**src/sv/cbeq_pkg.sv**
```systemverilog
// Shared package for the cascaded biquad equalizer.
// Holds constants, command/op/state enums and the slot mapping.
// No dependencies.
package cbeq_pkg;

  localparam int NUM_BANDS_DEF    = 10;
  localparam int SAMPLE_WIDTH_DEF = 16;
  localparam int COEF_WIDTH_DEF   = 32;

  localparam int DIG_W     = 8;   // multiplier digit per cycle
  localparam int DELAY_W   = 48;  // delay word width
  localparam int EN_W      = 10;  // band_enable width
  localparam int NUM_SLOTS = 5;   // coefficients per band

  typedef enum logic [1:0] {
    CMD_FILTER = 2'd0,
    CMD_COEF   = 2'd1,
    CMD_CLEAR  = 2'd2,
    CMD_NONE   = 2'd3
  } cmd_t;

  typedef enum logic [2:0] {
    SLOT_B0 = 3'd0,
    SLOT_B1 = 3'd1,
    SLOT_B2 = 3'd2,
    SLOT_A1 = 3'd3,
    SLOT_A2 = 3'd4
  } slot_t;

  // order of products within one band
  typedef enum logic [2:0] {
    OP_B0 = 3'd0,
    OP_B1 = 3'd1,
    OP_A1 = 3'd2,
    OP_B2 = 3'd3,
    OP_A2 = 3'd4
  } op_t;

  typedef enum logic [2:0] {
    ST_IDLE,
    ST_BAND,
    ST_RD,
    ST_LD,
    ST_MUL,
    ST_ACC,
    ST_FIN,
    ST_DONE
  } state_t;

  function automatic slot_t op_slot(op_t op);
    slot_t s;
    s = SLOT_B0;
    unique case (op)
      OP_B0:   s = SLOT_B0;
      OP_B1:   s = SLOT_B1;
      OP_A1:   s = SLOT_A1;
      OP_B2:   s = SLOT_B2;
      OP_A2:   s = SLOT_A2;
      default: s = SLOT_B0;
    endcase
    return s;
  endfunction

endpackage

```
**src/sv/cbeq_ram.sv**
```systemverilog
// Single-write, single-read memory with registered read and per-entry valid bits.
// Unwritten or cleared entries report valid low. Uses no package.
module cbeq_ram #(
  parameter int DEPTH = 8,
  parameter int W     = 8
) (
  input  logic                     clk,
  input  logic                     rst_n,
  input  logic                     we,
  input  logic [$clog2(DEPTH)-1:0] waddr,
  input  logic [W-1:0]             wdata,
  input  logic                     re,
  input  logic [$clog2(DEPTH)-1:0] raddr,
  input  logic                     clr,
  output logic [W-1:0]             rdata,
  output logic                     rvld
);

  logic [W-1:0]     mem [DEPTH];
  logic [DEPTH-1:0] vld_r;
  logic [W-1:0]     rdata_r;
  logic             rvld_r;

  always_ff @(posedge clk) begin
    if (we) begin
      mem[waddr] <= wdata;
    end
    if (re) begin
      rdata_r <= mem[raddr];
    end
  end

  always_ff @(posedge clk) begin
    if (!rst_n) begin
      vld_r  <= '0;
      rvld_r <= 1'b0;
    end else begin
      if (clr) begin
        vld_r <= '0;
      end else if (we) begin
        vld_r[waddr] <= 1'b1;
      end
      if (re) begin
        rvld_r <= vld_r[raddr];
      end
    end
  end

  assign rdata = rdata_r;
  assign rvld  = rvld_r;

endmodule

```
**src/sv/cbeq_mac.sv**
```systemverilog
// Digit-serial multiplier: operand times coefficient, one 8-bit digit per cycle,
// most significant digit first (Horner). Depends on cbeq_pkg.
module cbeq_mac #(
  parameter int SIG_W  = 20,
  parameter int COEF_W = 32
) (
  input  logic                     clk,
  input  logic                     rst_n,
  input  logic                     load,
  input  logic signed [SIG_W-1:0]  opnd,
  input  logic signed [COEF_W-1:0] coef,
  output logic signed [SIG_W+((COEF_W+cbeq_pkg::DIG_W-1)/cbeq_pkg::DIG_W)*cbeq_pkg::DIG_W-1:0]
                                   prod,
  output logic                     done
);

  localparam int DIG  = cbeq_pkg::DIG_W;
  localparam int NDIG = (COEF_W + DIG - 1) / DIG;
  localparam int EXT  = NDIG * DIG;
  localparam int PW   = SIG_W + EXT;
  localparam int CW   = $clog2(NDIG);

  logic signed [SIG_W-1:0]     opnd_r;
  logic [EXT-1:0]              coef_sr_r;
  logic signed [PW-1:0]        acc_r, acc_nxt;
  logic [CW-1:0]               cnt_r;
  logic                        busy_r, done_r;
  logic [DIG-1:0]              digit;
  logic signed [DIG:0]         dsgn;
  logic signed [SIG_W+DIG:0]   pp;

  always_comb begin
    digit   = coef_sr_r[EXT-1 -: DIG];
    // top digit carries the sign, the rest are unsigned
    dsgn    = (cnt_r == '0) ? $signed({digit[DIG-1], digit}) : $signed({1'b0, digit});
    pp      = opnd_r * dsgn;
    acc_nxt = (acc_r <<< DIG) + PW'(pp);
  end

  always_ff @(posedge clk) begin
    if (load) begin
      opnd_r    <= opnd;
      coef_sr_r <= EXT'(coef);
      acc_r     <= '0;
    end else if (busy_r) begin
      coef_sr_r <= coef_sr_r << DIG;
      acc_r     <= acc_nxt;
    end
  end

  always_ff @(posedge clk) begin
    if (!rst_n) begin
      busy_r <= 1'b0;
      done_r <= 1'b0;
      cnt_r  <= '0;
    end else if (load) begin
      busy_r <= 1'b1;
      done_r <= 1'b0;
      cnt_r  <= '0;
    end else if (busy_r) begin
      cnt_r <= cnt_r + 1'b1;
      if (cnt_r == CW'(NDIG - 1)) begin
        busy_r <= 1'b0;
        done_r <= 1'b1;
      end
    end else begin
      done_r <= 1'b0;
    end
  end

  assign prod = acc_r;
  assign done = done_r;

endmodule

```
**src/sv/cascaded_biquad_equalizer.sv**
```systemverilog
// Ten-band cascaded biquad equalizer, transposed direct form II, fixed point.
// Depends on cbeq_pkg, cbeq_ram (coefficient and delay stores), cbeq_mac.
//
// Usage:
//  - Input words on in_*: in_tuser is the command (filter, write coefficient,
//    clear delay state), in_tlast marks the last sample of a buffer.
//  - A filter word yields one output word on out_*; the others yield none.
//  - cfg_* writes band_enable; write it only while the block is idle.
// Timing:
//  - Coefficient write and delay clear do not hold the input (in_tready stays high).
//  - A sample runs every enabled band on one shared digit-serial multiplier:
//    five products, each read, loaded, multiplied digit by digit and
//    accumulated, plus three finish steps and one band-select step per
//    enabled band; a bypassed band takes only its band-select step, and a
//    done step ends the sample. The multiplier and one read port per store set this pace.
//  - One sample at a time: in_tready is low while a sample is in flight.
// Reset: coefficients read as pass-through (b0 = 1), delay words as zero,
//  band_enable all ones, output empty.
// Stall: the result waits in the output register; the next word is taken
//  meanwhile, and a later result waits until the register is free.
module cascaded_biquad_equalizer #(
  parameter int NUM_BANDS    = cbeq_pkg::NUM_BANDS_DEF,
  parameter int SAMPLE_WIDTH = cbeq_pkg::SAMPLE_WIDTH_DEF,
  parameter int COEF_WIDTH   = cbeq_pkg::COEF_WIDTH_DEF
) (
  input  logic clk,
  input  logic rst_n,
  // input stream
  input  logic in_tvalid,
  output logic in_tready,
  // tdata from bit 0: sample_in, band_index(4), coef_index(3), coef_value, zero pad
  input  logic [((SAMPLE_WIDTH+7+COEF_WIDTH+7)/8)*8-1:0] in_tdata,
  input  logic [1:0] in_tuser,   // command
  input  logic in_tlast,         // end_of_block
  // result stream
  output logic out_tvalid,
  input  logic out_tready,
  // tdata from bit 0: sample_out, zero pad
  output logic [((SAMPLE_WIDTH+7)/8)*8-1:0] out_tdata,
  output logic out_tlast,        // block_end
  // band_enable write
  input  logic cfg_valid,
  output logic cfg_ready,
  input  logic [cbeq_pkg::EN_W-1:0] cfg_data
);

  localparam int DIG   = cbeq_pkg::DIG_W;
  localparam int DW    = cbeq_pkg::DELAY_W;
  localparam int ENW   = cbeq_pkg::EN_W;
  localparam int SIG_W = SAMPLE_WIDTH + 4;
  localparam int CF    = COEF_WIDTH - 4;
  localparam int NDIG  = (COEF_WIDTH + DIG - 1) / DIG;
  localparam int PW    = SIG_W + NDIG * DIG;
  localparam int SW    = ((PW > DW) ? PW : DW) + 2;
  localparam int BW    = (NUM_BANDS > 1) ? $clog2(NUM_BANDS) : 1;
  localparam int CDEP  = NUM_BANDS * cbeq_pkg::NUM_SLOTS;
  localparam int DDEP  = NUM_BANDS * 2;
  localparam int CAW   = $clog2(CDEP);
  localparam int DAW   = $clog2(DDEP);
  localparam int ODW   = ((SAMPLE_WIDTH + 7) / 8) * 8;

  localparam logic signed [SW-1:0] HALF  = SW'(65'sd1 <<< (CF - 1));
  localparam logic signed [SW-1:0] Y_MAX = SW'((65'sd1 <<< (SIG_W - 1)) - 65'sd1);
  localparam logic signed [SW-1:0] Y_MIN = -Y_MAX - SW'(1);
  localparam logic signed [SW-1:0] D_MAX = SW'((65'sd1 <<< (DW - 1)) - 65'sd1);
  localparam logic signed [SW-1:0] D_MIN = -D_MAX - SW'(1);
  localparam logic signed [SIG_W-1:0] O_MAX =
    SIG_W'((65'sd1 <<< (SAMPLE_WIDTH - 1)) - 65'sd1);
  localparam logic signed [SIG_W-1:0] O_MIN = -O_MAX - SIG_W'(1);
  localparam logic signed [COEF_WIDTH-1:0] C_ONE = COEF_WIDTH'(65'sd1 <<< CF);

  // input fields
  logic signed [SAMPLE_WIDTH-1:0] f_sample;
  logic [3:0]                     f_band;
  logic [2:0]                     f_slot;
  logic signed [COEF_WIDTH-1:0]   f_coef;
  cbeq_pkg::cmd_t                 f_cmd;

  assign f_sample = in_tdata[SAMPLE_WIDTH-1:0];
  assign f_band   = in_tdata[SAMPLE_WIDTH+3 -: 4];
  assign f_slot   = in_tdata[SAMPLE_WIDTH+6 -: 3];
  assign f_coef   = in_tdata[SAMPLE_WIDTH+7 +: COEF_WIDTH];
  assign f_cmd    = cbeq_pkg::cmd_t'(in_tuser);

  cbeq_pkg::state_t state_r, state_nxt;
  cbeq_pkg::op_t    op_r, op_nxt;
  logic [BW-1:0]    band_r, band_nxt;
  logic [ENW-1:0]   en_r;
  logic signed [SIG_W-1:0] x_r, x_nxt, y_r, y_nxt;
  logic signed [SW-1:0]    sum_r, sum_nxt;
  logic             eob_r, eob_nxt;
  logic signed [SAMPLE_WIDTH-1:0] out_sample_r, out_sample_nxt;
  logic             out_last_r, out_last_nxt;
  logic             out_valid_r, out_valid_nxt;

  logic in_acc, band_on, band_last, out_free, is_y_op;

  // memories and multiplier
  logic                         c_we, c_re, d_we, d_re, d_clr, c_vld, d_vld;
  logic [CAW-1:0]               c_waddr, c_raddr;
  logic [DAW-1:0]               d_waddr, d_raddr;
  logic [COEF_WIDTH-1:0]        c_dout;
  logic [DW-1:0]                d_dout, d_wdata;
  logic signed [COEF_WIDTH-1:0] c_eff;
  logic signed [DW-1:0]         z_eff;
  logic                         m_load, m_done;
  logic signed [PW-1:0]         m_prod;
  logic signed [SIG_W-1:0]      m_opnd;

  logic signed [SW-1:0] v_y, sh_y, y_sat, v_z1, z1_sat, z2_sat;
  logic signed [SIG_W-1:0] o_sat;

  assign in_tready = (state_r == cbeq_pkg::ST_IDLE);
  assign in_acc    = in_tvalid && in_tready;
  assign cfg_ready = 1'b1;
  assign band_on   = (32'(band_r) < ENW) && (|(en_r & (ENW'(1) << band_r)));
  assign band_last = (band_r == BW'(NUM_BANDS - 1));
  assign out_free  = !out_valid_r || out_tready;
  assign is_y_op   = (op_r == cbeq_pkg::OP_A1) || (op_r == cbeq_pkg::OP_A2);

  cbeq_ram #(.DEPTH(CDEP), .W(COEF_WIDTH)) u_coef (
    .clk(clk), .rst_n(rst_n),
    .we(c_we), .waddr(c_waddr), .wdata(f_coef),
    .re(c_re), .raddr(c_raddr), .clr(1'b0),
    .rdata(c_dout), .rvld(c_vld)
  );

  cbeq_ram #(.DEPTH(DDEP), .W(DW)) u_delay (
    .clk(clk), .rst_n(rst_n),
    .we(d_we), .waddr(d_waddr), .wdata(d_wdata),
    .re(d_re), .raddr(d_raddr), .clr(d_clr),
    .rdata(d_dout), .rvld(d_vld)
  );

  cbeq_mac #(.SIG_W(SIG_W), .COEF_W(COEF_WIDTH)) u_mac (
    .clk(clk), .rst_n(rst_n), .load(m_load),
    .opnd(m_opnd), .coef(c_eff), .prod(m_prod), .done(m_done)
  );

  // unwritten coefficients read as pass-through, cleared delays as zero
  assign c_eff  = c_vld ? $signed(c_dout) :
                  ((op_r == cbeq_pkg::OP_B0) ? C_ONE : '0);
  assign z_eff  = d_vld ? $signed(d_dout) : '0;
  assign m_opnd = is_y_op ? y_r : x_r;

  // rounding and saturation
  always_comb begin
    v_y    = sum_r + SW'(z_eff) + HALF;
    sh_y   = v_y >>> CF;
    y_sat  = (sh_y > Y_MAX) ? Y_MAX : ((sh_y < Y_MIN) ? Y_MIN : sh_y);
    v_z1   = sum_r + SW'(z_eff);
    z1_sat = (v_z1 > D_MAX) ? D_MAX : ((v_z1 < D_MIN) ? D_MIN : v_z1);
    z2_sat = (sum_r > D_MAX) ? D_MAX : ((sum_r < D_MIN) ? D_MIN : sum_r);
    o_sat  = (x_r > O_MAX) ? O_MAX : ((x_r < O_MIN) ? O_MIN : x_r);
  end

  // next state
  always_comb begin
    state_nxt = state_r;
    unique case (state_r)
      cbeq_pkg::ST_IDLE:
        if (in_acc && f_cmd == cbeq_pkg::CMD_FILTER) state_nxt = cbeq_pkg::ST_BAND;
      cbeq_pkg::ST_BAND:
        if (band_on) state_nxt = cbeq_pkg::ST_RD;
        else if (band_last) state_nxt = cbeq_pkg::ST_DONE;
      cbeq_pkg::ST_RD:  state_nxt = cbeq_pkg::ST_LD;
      cbeq_pkg::ST_LD:  state_nxt = cbeq_pkg::ST_MUL;
      cbeq_pkg::ST_MUL:
        if (m_done) state_nxt = cbeq_pkg::ST_ACC;
      cbeq_pkg::ST_ACC:
        if (op_r == cbeq_pkg::OP_B1 || op_r == cbeq_pkg::OP_B2) state_nxt = cbeq_pkg::ST_RD;
        else state_nxt = cbeq_pkg::ST_FIN;
      cbeq_pkg::ST_FIN:
        if (op_r != cbeq_pkg::OP_A2) state_nxt = cbeq_pkg::ST_RD;
        else if (band_last) state_nxt = cbeq_pkg::ST_DONE;
        else state_nxt = cbeq_pkg::ST_BAND;
      cbeq_pkg::ST_DONE:
        if (out_free) state_nxt = cbeq_pkg::ST_IDLE;
      default: state_nxt = cbeq_pkg::ST_IDLE;
    endcase
  end

  // datapath and strobes
  always_comb begin
    op_nxt         = op_r;
    band_nxt       = band_r;
    x_nxt          = x_r;
    y_nxt          = y_r;
    sum_nxt        = sum_r;
    eob_nxt        = eob_r;
    out_sample_nxt = out_sample_r;
    out_last_nxt   = out_last_r;
    out_valid_nxt  = out_valid_r && !out_tready;
    c_we    = 1'b0;
    c_waddr = CAW'(32'(f_band) * cbeq_pkg::NUM_SLOTS + 32'(f_slot));
    c_re    = 1'b0;
    c_raddr = CAW'(32'(band_r) * cbeq_pkg::NUM_SLOTS + 32'(cbeq_pkg::op_slot(op_r)));
    d_re    = 1'b0;
    d_raddr = DAW'(32'(band_r) * 2 + ((op_r == cbeq_pkg::OP_B0) ? 0 : 1));
    d_we    = 1'b0;
    d_waddr = DAW'(32'(band_r) * 2 + ((op_r == cbeq_pkg::OP_A1) ? 0 : 1));
    d_wdata = (op_r == cbeq_pkg::OP_A1) ? DW'(z1_sat) : DW'(z2_sat);
    d_clr   = 1'b0;
    m_load  = 1'b0;
    unique case (state_r)
      cbeq_pkg::ST_IDLE: begin
        if (in_acc) begin
          unique case (f_cmd)
            cbeq_pkg::CMD_FILTER: begin
              x_nxt    = SIG_W'(f_sample);
              eob_nxt  = in_tlast;
              band_nxt = '0;
            end
            cbeq_pkg::CMD_COEF:
              c_we = (32'(f_band) < NUM_BANDS) && (32'(f_slot) < cbeq_pkg::NUM_SLOTS);
            cbeq_pkg::CMD_CLEAR: d_clr = 1'b1;
            default: ;
          endcase
        end
      end
      cbeq_pkg::ST_BAND: begin
        op_nxt = cbeq_pkg::OP_B0;
        if (!band_on && !band_last) band_nxt = band_r + 1'b1;
      end
      cbeq_pkg::ST_RD: begin
        c_re = 1'b1;
        d_re = (op_r == cbeq_pkg::OP_B0) || (op_r == cbeq_pkg::OP_B1);
      end
      cbeq_pkg::ST_LD: m_load = 1'b1;
      cbeq_pkg::ST_MUL: ;
      cbeq_pkg::ST_ACC: begin
        sum_nxt = is_y_op ? (sum_r - SW'(m_prod)) : SW'(m_prod);
        if (op_r == cbeq_pkg::OP_B1) op_nxt = cbeq_pkg::OP_A1;
        if (op_r == cbeq_pkg::OP_B2) op_nxt = cbeq_pkg::OP_A2;
      end
      cbeq_pkg::ST_FIN: begin
        unique case (op_r)
          cbeq_pkg::OP_B0: begin
            y_nxt  = SIG_W'(y_sat);
            op_nxt = cbeq_pkg::OP_B1;
          end
          cbeq_pkg::OP_A1: begin
            d_we   = 1'b1;
            op_nxt = cbeq_pkg::OP_B2;
          end
          default: begin
            d_we  = 1'b1;
            x_nxt = y_r;
            if (!band_last) band_nxt = band_r + 1'b1;
          end
        endcase
      end
      cbeq_pkg::ST_DONE: begin
        if (out_free) begin
          out_sample_nxt = SAMPLE_WIDTH'(o_sat);
          out_last_nxt   = eob_r;
          out_valid_nxt  = 1'b1;
        end
      end
      default: ;
    endcase
  end

  always_ff @(posedge clk) begin
    if (!rst_n) begin
      state_r     <= cbeq_pkg::ST_IDLE;
      op_r        <= cbeq_pkg::OP_B0;
      band_r      <= '0;
      en_r        <= '1;
      out_valid_r <= 1'b0;
    end else begin
      state_r     <= state_nxt;
      op_r        <= op_nxt;
      band_r      <= band_nxt;
      out_valid_r <= out_valid_nxt;
      if (cfg_valid && cfg_ready) en_r <= cfg_data;
    end
  end

  always_ff @(posedge clk) begin
    x_r          <= x_nxt;
    y_r          <= y_nxt;
    sum_r        <= sum_nxt;
    eob_r        <= eob_nxt;
    out_sample_r <= out_sample_nxt;
    out_last_r   <= out_last_nxt;
  end

  assign out_tvalid = out_valid_r;
  assign out_tdata  = ODW'($unsigned(out_sample_r));
  assign out_tlast  = out_last_r;

endmodule

```
**config.mk**
```make
export PLATFORM = sky130hd
export DESIGN_NAME = cascaded_biquad_equalizer
export DESIGN_NICKNAME = d
export VERILOG_FILES = /design/src/sv/cbeq_pkg.sv /design/src/sv/cbeq_ram.sv /design/src/sv/cbeq_mac.sv /design/src/sv/cascaded_biquad_equalizer.sv
export SDC_FILE = /design/constraint.sdc
export NUM_CORES = 2
export LEC_CHECK = 0
export BUFFER_PORTS_ARGS = -buffer_cell sky130_fd_sc_hd__buf_2
export CORE_MARGIN = 2
export CORE_UTILIZATION = 60
export DETAILED_ROUTE_END_ITERATION = 8
export GPL_ROUTABILITY_DRIVEN = 0
export HOLD_SLACK_MARGIN = 0.06
export PLACE_DENSITY = 0.76
export SYNTH_ARGS = -nofsm -noshare
export SYNTH_HDL_FRONTEND = slang
export SYNTH_SLANG_ARGS = --single-unit
```
**constraint.sdc**
```tcl
create_clock -name clk -period 16.1 [get_ports clk]
set_input_delay 0.805 -clock clk [delete_from_list [all_inputs] [get_ports clk]]
set_output_delay 0.805 -clock clk [all_outputs]
set_load 0.02 [all_outputs]
```
Word level (Yosys, flattened, before mapping)
Memory sizes are Yosys's and may differ from the RTL's. A register that Yosys moved wholly into a read port is not among the register bits.
Cells that the tools add are included.
Word-level totals
  latch bits: 0
  bits in registers: 313
  output and inout port bits: 20
  bits in writable memories: 2560
  bits of input ports: 74
  ROM bits: 0
  logic and storage cells: 191
  memories: 2
Cells by class
  multipliers: 3
  $lt $le $gt $ge: 17
  shifts and indexed selects: 1
  equality and inequality tests: 27
  div/mod/pow operators: 0
  reductions and logical operators: 36
  add/subtract/negate cells: 10
  bitwise logic cells: 5
  multiplexer cells: 69
Memory list
  u_coef.mem: depth 50, width 32, read ports 1, clocked after memory_dff 1, wr ports 1, line cbeq_ram.sv:19  | logic [W-1:0] mem [DEPTH];
  u_delay.mem: depth 20, width 48, read ports 1, clocked after memory_dff 1, wr ports 1, line cbeq_ram.sv:19
Operators with widths (count)
  $mux 48: 6
  $gt 54x48->1 const B: 2
  $lt 54x48->1 const B: 2
  $mux 20: 5
  $mux 32: 3
  $add 54x29->54 const B: 1
  $add 54x48->54: 1
  $mux 54: 1
  $sub 54x52->54: 1
  $add 52x29->52: 1
  $or 50x50->50: 1
  $pmux 20 s2: 1
  $mux 3: 10
  $mul 20x9->29: 1
  $mux 29: 1
  $gt 26x20->1 const B: 1
  $lt 26x20->1 const B: 1
  $mux 1: 26
  $pmux 3 s8: 1
  $gt 20x16->1 const B: 1
  $lt 20x16->1 const B: 1
  $mux 4: 5
  $or 20x20->20: 1
  $mux 16: 1
  46 further kinds: 93

Logic depth before layout (Yosys ltp)
  word-level depth: 8
  gate-level depth with buffers: 29
  mapped depth without buffers: 27

By module
Synthesis repeated with hierarchy kept, for this count alone.
Unflattened totals
  cell total of the unflattened synthesis: 7997
  area total of the unflattened synthesis: 131478.6 um2
Modules (own cells, without submodules)
  cbeq_ram (u_coef): cells each 2728, times used 1, area an instance 64026.4 um2, sequential area each 50028.0 um2
  cbeq_ram (u_delay): cells each 1891, times used 1, area an instance 38808.5 um2, sequential area each 30689.4 um2
  cascaded_biquad_equalizer: cells each 1915, times used 1, area an instance 14973.1 um2, sequential area each 3783.6 um2
  cbeq_mac: cells each 1463, times used 1, area an instance 13670.6 um2, sequential area each 2682.6 um2

Least setup slack after synthesis
OpenSTA, ideal clock, no wires.
  path type: register to register
  from: register u_mac.coef_sr_r[24]
  to: register u_mac.acc_r[50] (netlist: u_mac.prod[50])
  path slack: 8941 ps
  buffers on the path: 1
  clock period less this slack: 7159 ps
  setup time: 147 ps
  stages on the path, launching flop included: 26
  required time: 15953 ps
  arrival time: 7013 ps
  cells stage by stage: edfxtp_1 > clkbuf_1 > nand2_1 > inv_1 > fa_1 > fa_1 > inv_1 > fa_1 > inv_1 > fa_1 > inv_1 > fa_1 > inv_1 > ha_1 > a21o_1 > a21oi_1 > o21ai_0 > a2111oi_0 > o2111ai_1 > a41o_1 > a31o_2 > a31oi_1 > o31ai_1 > a311oi_1 > xor2_1 > o22ai_1
Between the ends
  longest elaborated chain between the ends: 3
RTL lines
  start: declaration: line cbeq_mac.sv:24  | logic [EXT-1:0] coef_sr_r;
  start signal: assignment: line cbeq_mac.sv:43  | coef_sr_r <= EXT'(coef);
  start signal: assignment: line cbeq_mac.sv:46  | coef_sr_r <= coef_sr_r << DIG;
  $mux 9: line cbeq_mac.sv:35  | dsgn = (cnt_r == '0) ? $signed({digit[DIG-1], digit}) : $signed({1'b0, digit});
  $mul 20x9->29: line cbeq_mac.sv:36  | pp = opnd_r * dsgn;
  $add 52x29->52: line cbeq_mac.sv:37  | acc_nxt = (acc_r <<< DIG) + PW'(pp);
  end signal: assignment: line cbeq_mac.sv:47  | acc_r <= acc_nxt;
  end: declaration: line cbeq_mac.sv:25  | logic signed [PW-1:0] acc_r, acc_nxt;
No other way between the ends.
A chain may end at the register's enable or synchronous reset.

Worst setup path in the final report
Ends and elaborated chain as after synthesis.

==> flow_summary.ini <==
[setup_path]
cp.required_ps = 16830
end_kind = flip-flop
slowest_stage = fa_1
r2r_setup_slack_ps = 7300
crit_family = adder cells
setup.worst_path.start_class = flip-flop
slowest_delay_ps = 900
r2r-end = u_mac.prod[50]
crit_buf_inv = 5
crit_path_cell_trace = nand2_1 -> inv_1 -> fa_1 -> fa_1 -> inv_1 -> fa_1 -> inv_1 -> fa_1 -> inv_1 -> fa_1 -> inv_1 -> ha_1 -> a21o_1 -> a21oi_1 -> o21ai_0 -> a2111oi_0 -> o2111ai_1 -> a41o_1 -> a31o_2 -> a31oi_1 -> o31ai_1 -> a311oi_1 -> xor2_1 -> o22ai_1
critPathMaxFanout = 20
path_class = reg -> reg
worst_r2r_startpoint = u_mac.coef_sr_r[24]
ff2ff_path_depth = 24
critPathArrivalTime_ps = 9530

[clocking]
ctsHoldBuffers = 9
cts_buffer_depth = 4
clock-root-buffer = clkbuf_16
postCtsSetupBuffers = 0
cts.clk_slew.worst_paths_ps = 60
htree_levels = 5
cts_tree = built
clock_latency_ps = 980
cts_resized = 0
cts-buffers-inserted = 308
clkSinkCount = 2953

[synthesis]
syn_nets = 8136
synthAdderAreaFrac_pct = 5.743
synth.area.top_cells = edfxtp_1 (65%), mux4_2 (13%), fa_1 (3.4%)
synth_xor_area_share_pct = 1.074
synth_largest_area_cell = edfxtp_1
synth_warnings = 0
synth_flop_cell = edfxtp_1
synth_mux_area_share_pct = 13.98
synthSimpleGateAreaFrac_pct = 4.810
async_flop_share_pct = 0
synth_top_family_by_area = multiplexers
synth_edf_count = 2804
synth_cells = 7598
synth_top_area_share_pct = 64.91
synth.cell_area_um2 = 129700
ys_types = 98
seq_area_frac_synth_pct = 67.21
synth_area_per_cell_um2 = 17.07
synth_seq_cells = 2953
synth_compound_area_share_pct = 4.758

[final_layout]
final_common_cell = edfxtp_1
fillers = 13640
layout_common_cells = edfxtp_1 (2804), mux4_2 (742), nand2_1 (507)
fin_nets = 8355
drive_gt1_share_pct = 19.49
syn_to_final_growth_pct = 11.06

[status]
status = finished clean

[worst_hold_path]
holdPathStages = 3
hold_end = en_r[0]
hp-class = in -> reg
hold_start = cfg_data[0]

[placement]
port_buffers = 91
hpwl_mm = 189.0

[global_route]
overflow = 0
grt_pass1_vias = 73010
grt_usage_pct = 30.67
grt_util_met3_pct = 5.233
grt_busiest_layer = met2
grt_first_pass_wirelength_mm = 488.1
use_met1_pct = 40.64
antenna_found_initial = 13
met2_usage_pct = 49.82
grt_max_degree = 148

[sta]
worst_pin_slew_ps = 1330
final.min_clock_period_ps = 8804
slew-limit-headroom_pct = 11.36
final.setup.tns_ps = 0
clock_skew_ps = 117.8
hold_viol_final = 0
setup_viol_count_final = 0
rsz0062_at_grt = false
maxSlewViolCount = 0
max_freq_mhz = 113.6
min_period_over_period_pct = 54.68

[detailed_routing]
num_vias = 72820
routed_wl_mm = 333.7
dr.first_iter.drc_count = 9481
via_per_inst = 6.693
wl_per_cell_um = 30.67
drc = 0
ant_nets = 0
drtPass1Iterations = 6

[flow_run]
maxCapViolCount = 0

[power]
total_power_mw = 18.01
ir_worst_vdd_mv = 0.1253
leakage_nw = 49.24
powerDensity_nw_per_um2 = 125.0

[floorplanning]
core_area_um2 = 214800
die_w_um = 469.0
initial_utilization_pct = 60.38
num_io_pins = 94
placementRows = 170
die-height_um = 469.0
die-area_um2 = 219900
==> where the power goes <==
group          leakage, nW  switching, mW  total, mW  internal (mW)
Sequential            26.4          0.127       8.59           8.46
Clock                 4.67           2.86       6.83           3.97
Combinational         18.2           1.49       2.59           1.10
Total                 49.2           4.48       18.0           13.5
==> worst reg2reg max path, delay by kind of cell (launching register included) <==
family	cells	cell delay [ps]
AO/OA/AOI/OAI	11	2880
flip-flops	1	880
adder cells (fa/ha/maj)	6	3510
XOR/XNOR	1	170
buffers and inverters	5	990
AND/OR/NAND/NOR	1	220
==> cells by family after synthesis <==
family | count (synthesis)
flops | 2953
mux | 884
buf+inv | 828
fa+ha+maj | 464
compound gates | 935
xor+xnor | 159
simple gates | 1374
other cells | 1
==> through the flow <==
| stage | cells | area, um2 | util (%) | setup slack, ps | hold WS [ps] |
|---|---|---|---|---|---|
| finish | 10880 | 144000 | 67.05 | 7296 | 100.9 |
| CTS | 10880 | 144000 | 67.04 | 7240 | 64.84 |
| global route | 10880 | 144000 | 67.05 | 6699 | 89.96 |
| detailed placement | 10330 | 134400 | 62.56 | 7304 | 426.5 |
| floorplan | 7598 | 129700 | - | 8941 | 400.3 |
| global placement | 10330 | 134400 | 62.56 | 7435 | 401.4 |
==> routing by layer <==
| metal | share of wire (%) | wire [um] |
|---|---|---|
| met3 | 9.7 | 32310 |
| met1 | 36 | 119300 |
| met4 | 5.8 | 19260 |
| met5 | 0.024 | 80 |
| met2 | 49 | 162700 |
==> final cells by class <==
type	instances	area, um2	share of cell area (%)
Sequential cell	2953	87190	60.53
Multi-Input combinational cell	3817	40130	27.86
Clock buffer	390	8233	5.715
Tap cell	2838	3551	2.465
Timing Repair Buffer	274	1902	1.320
Inverter	463	1739	1.207
Clock inverter	142	1297	0.9007
Antenna cell	3	7.507	0.005212
==> worst max-delay path by stage <==
stage / startpoint / end / slack (ps) / cells past startpoint
after floorplan: u_mac.coef_sr_r[24] / u_mac.prod[50] / 8940 / 25
after global placement: u_mac.coef_sr_r[24] / u_mac.prod[50] / 7440 / 24
after detailed placement: u_mac.coef_sr_r[24] / u_mac.prod[50] / 7300 / 24
after CTS: u_mac.coef_sr_r[24] / u_mac.prod[50] / 7240 / 24
after global routing: u_mac.coef_sr_r[24] / u_mac.prod[50] / 6700 / 24
final: u_mac.coef_sr_r[24] / u_mac.prod[50] / 7300 / 24
==> cells in the mapped netlist, types with 9 or more instances <==
library cell / count
nand2_1: 508
nand3_1: 74
a21boi_0: 9
edfxtp_1: 2804
xnor2_1: 92
ha_1: 245
nand4_1: 33
o22ai_1: 10
buf_1: 81
and2_1: 136
dfxtp_1: 149
inv_1: 459
o211ai_1: 15
nand2b_1: 29
a211oi_1: 57
a31oi_1: 26
o21bai_1: 27
nor2_1: 418
a21oi_1: 329
or3_1: 12
xor2_1: 67
o21a_1: 65
clkbuf_1: 272
o31ai_1: 10
and3_1: 31
nor2b_1: 26
o21ai_0: 137
a21o_1: 85
a221oi_1: 32
mux4_2: 742
fa_1: 219
mux2i_1: 138
nor3_1: 60
buf_2: 9
a221o_1: 48
==> flip-flops by register name, indices dropped and copies added, names as in the netlist, 2 cells and up <==
register,flops
out_tdata,16
u_delay.mem,960
u_mac.cnt_r,2
u_delay.rdata,48
band_r,4
u_coef.rdata,32
u_mac.prod,52
op_r,3
u_coef.mem,1600
y_r,20
u_delay.vld_r,20
state_r,3
u_mac.coef_sr_r,32
x_r,20
u_mac.opnd_r,20
u_coef.vld_r,50
en_r,10
sum_r,54
(Power assumes the default switching activity.)
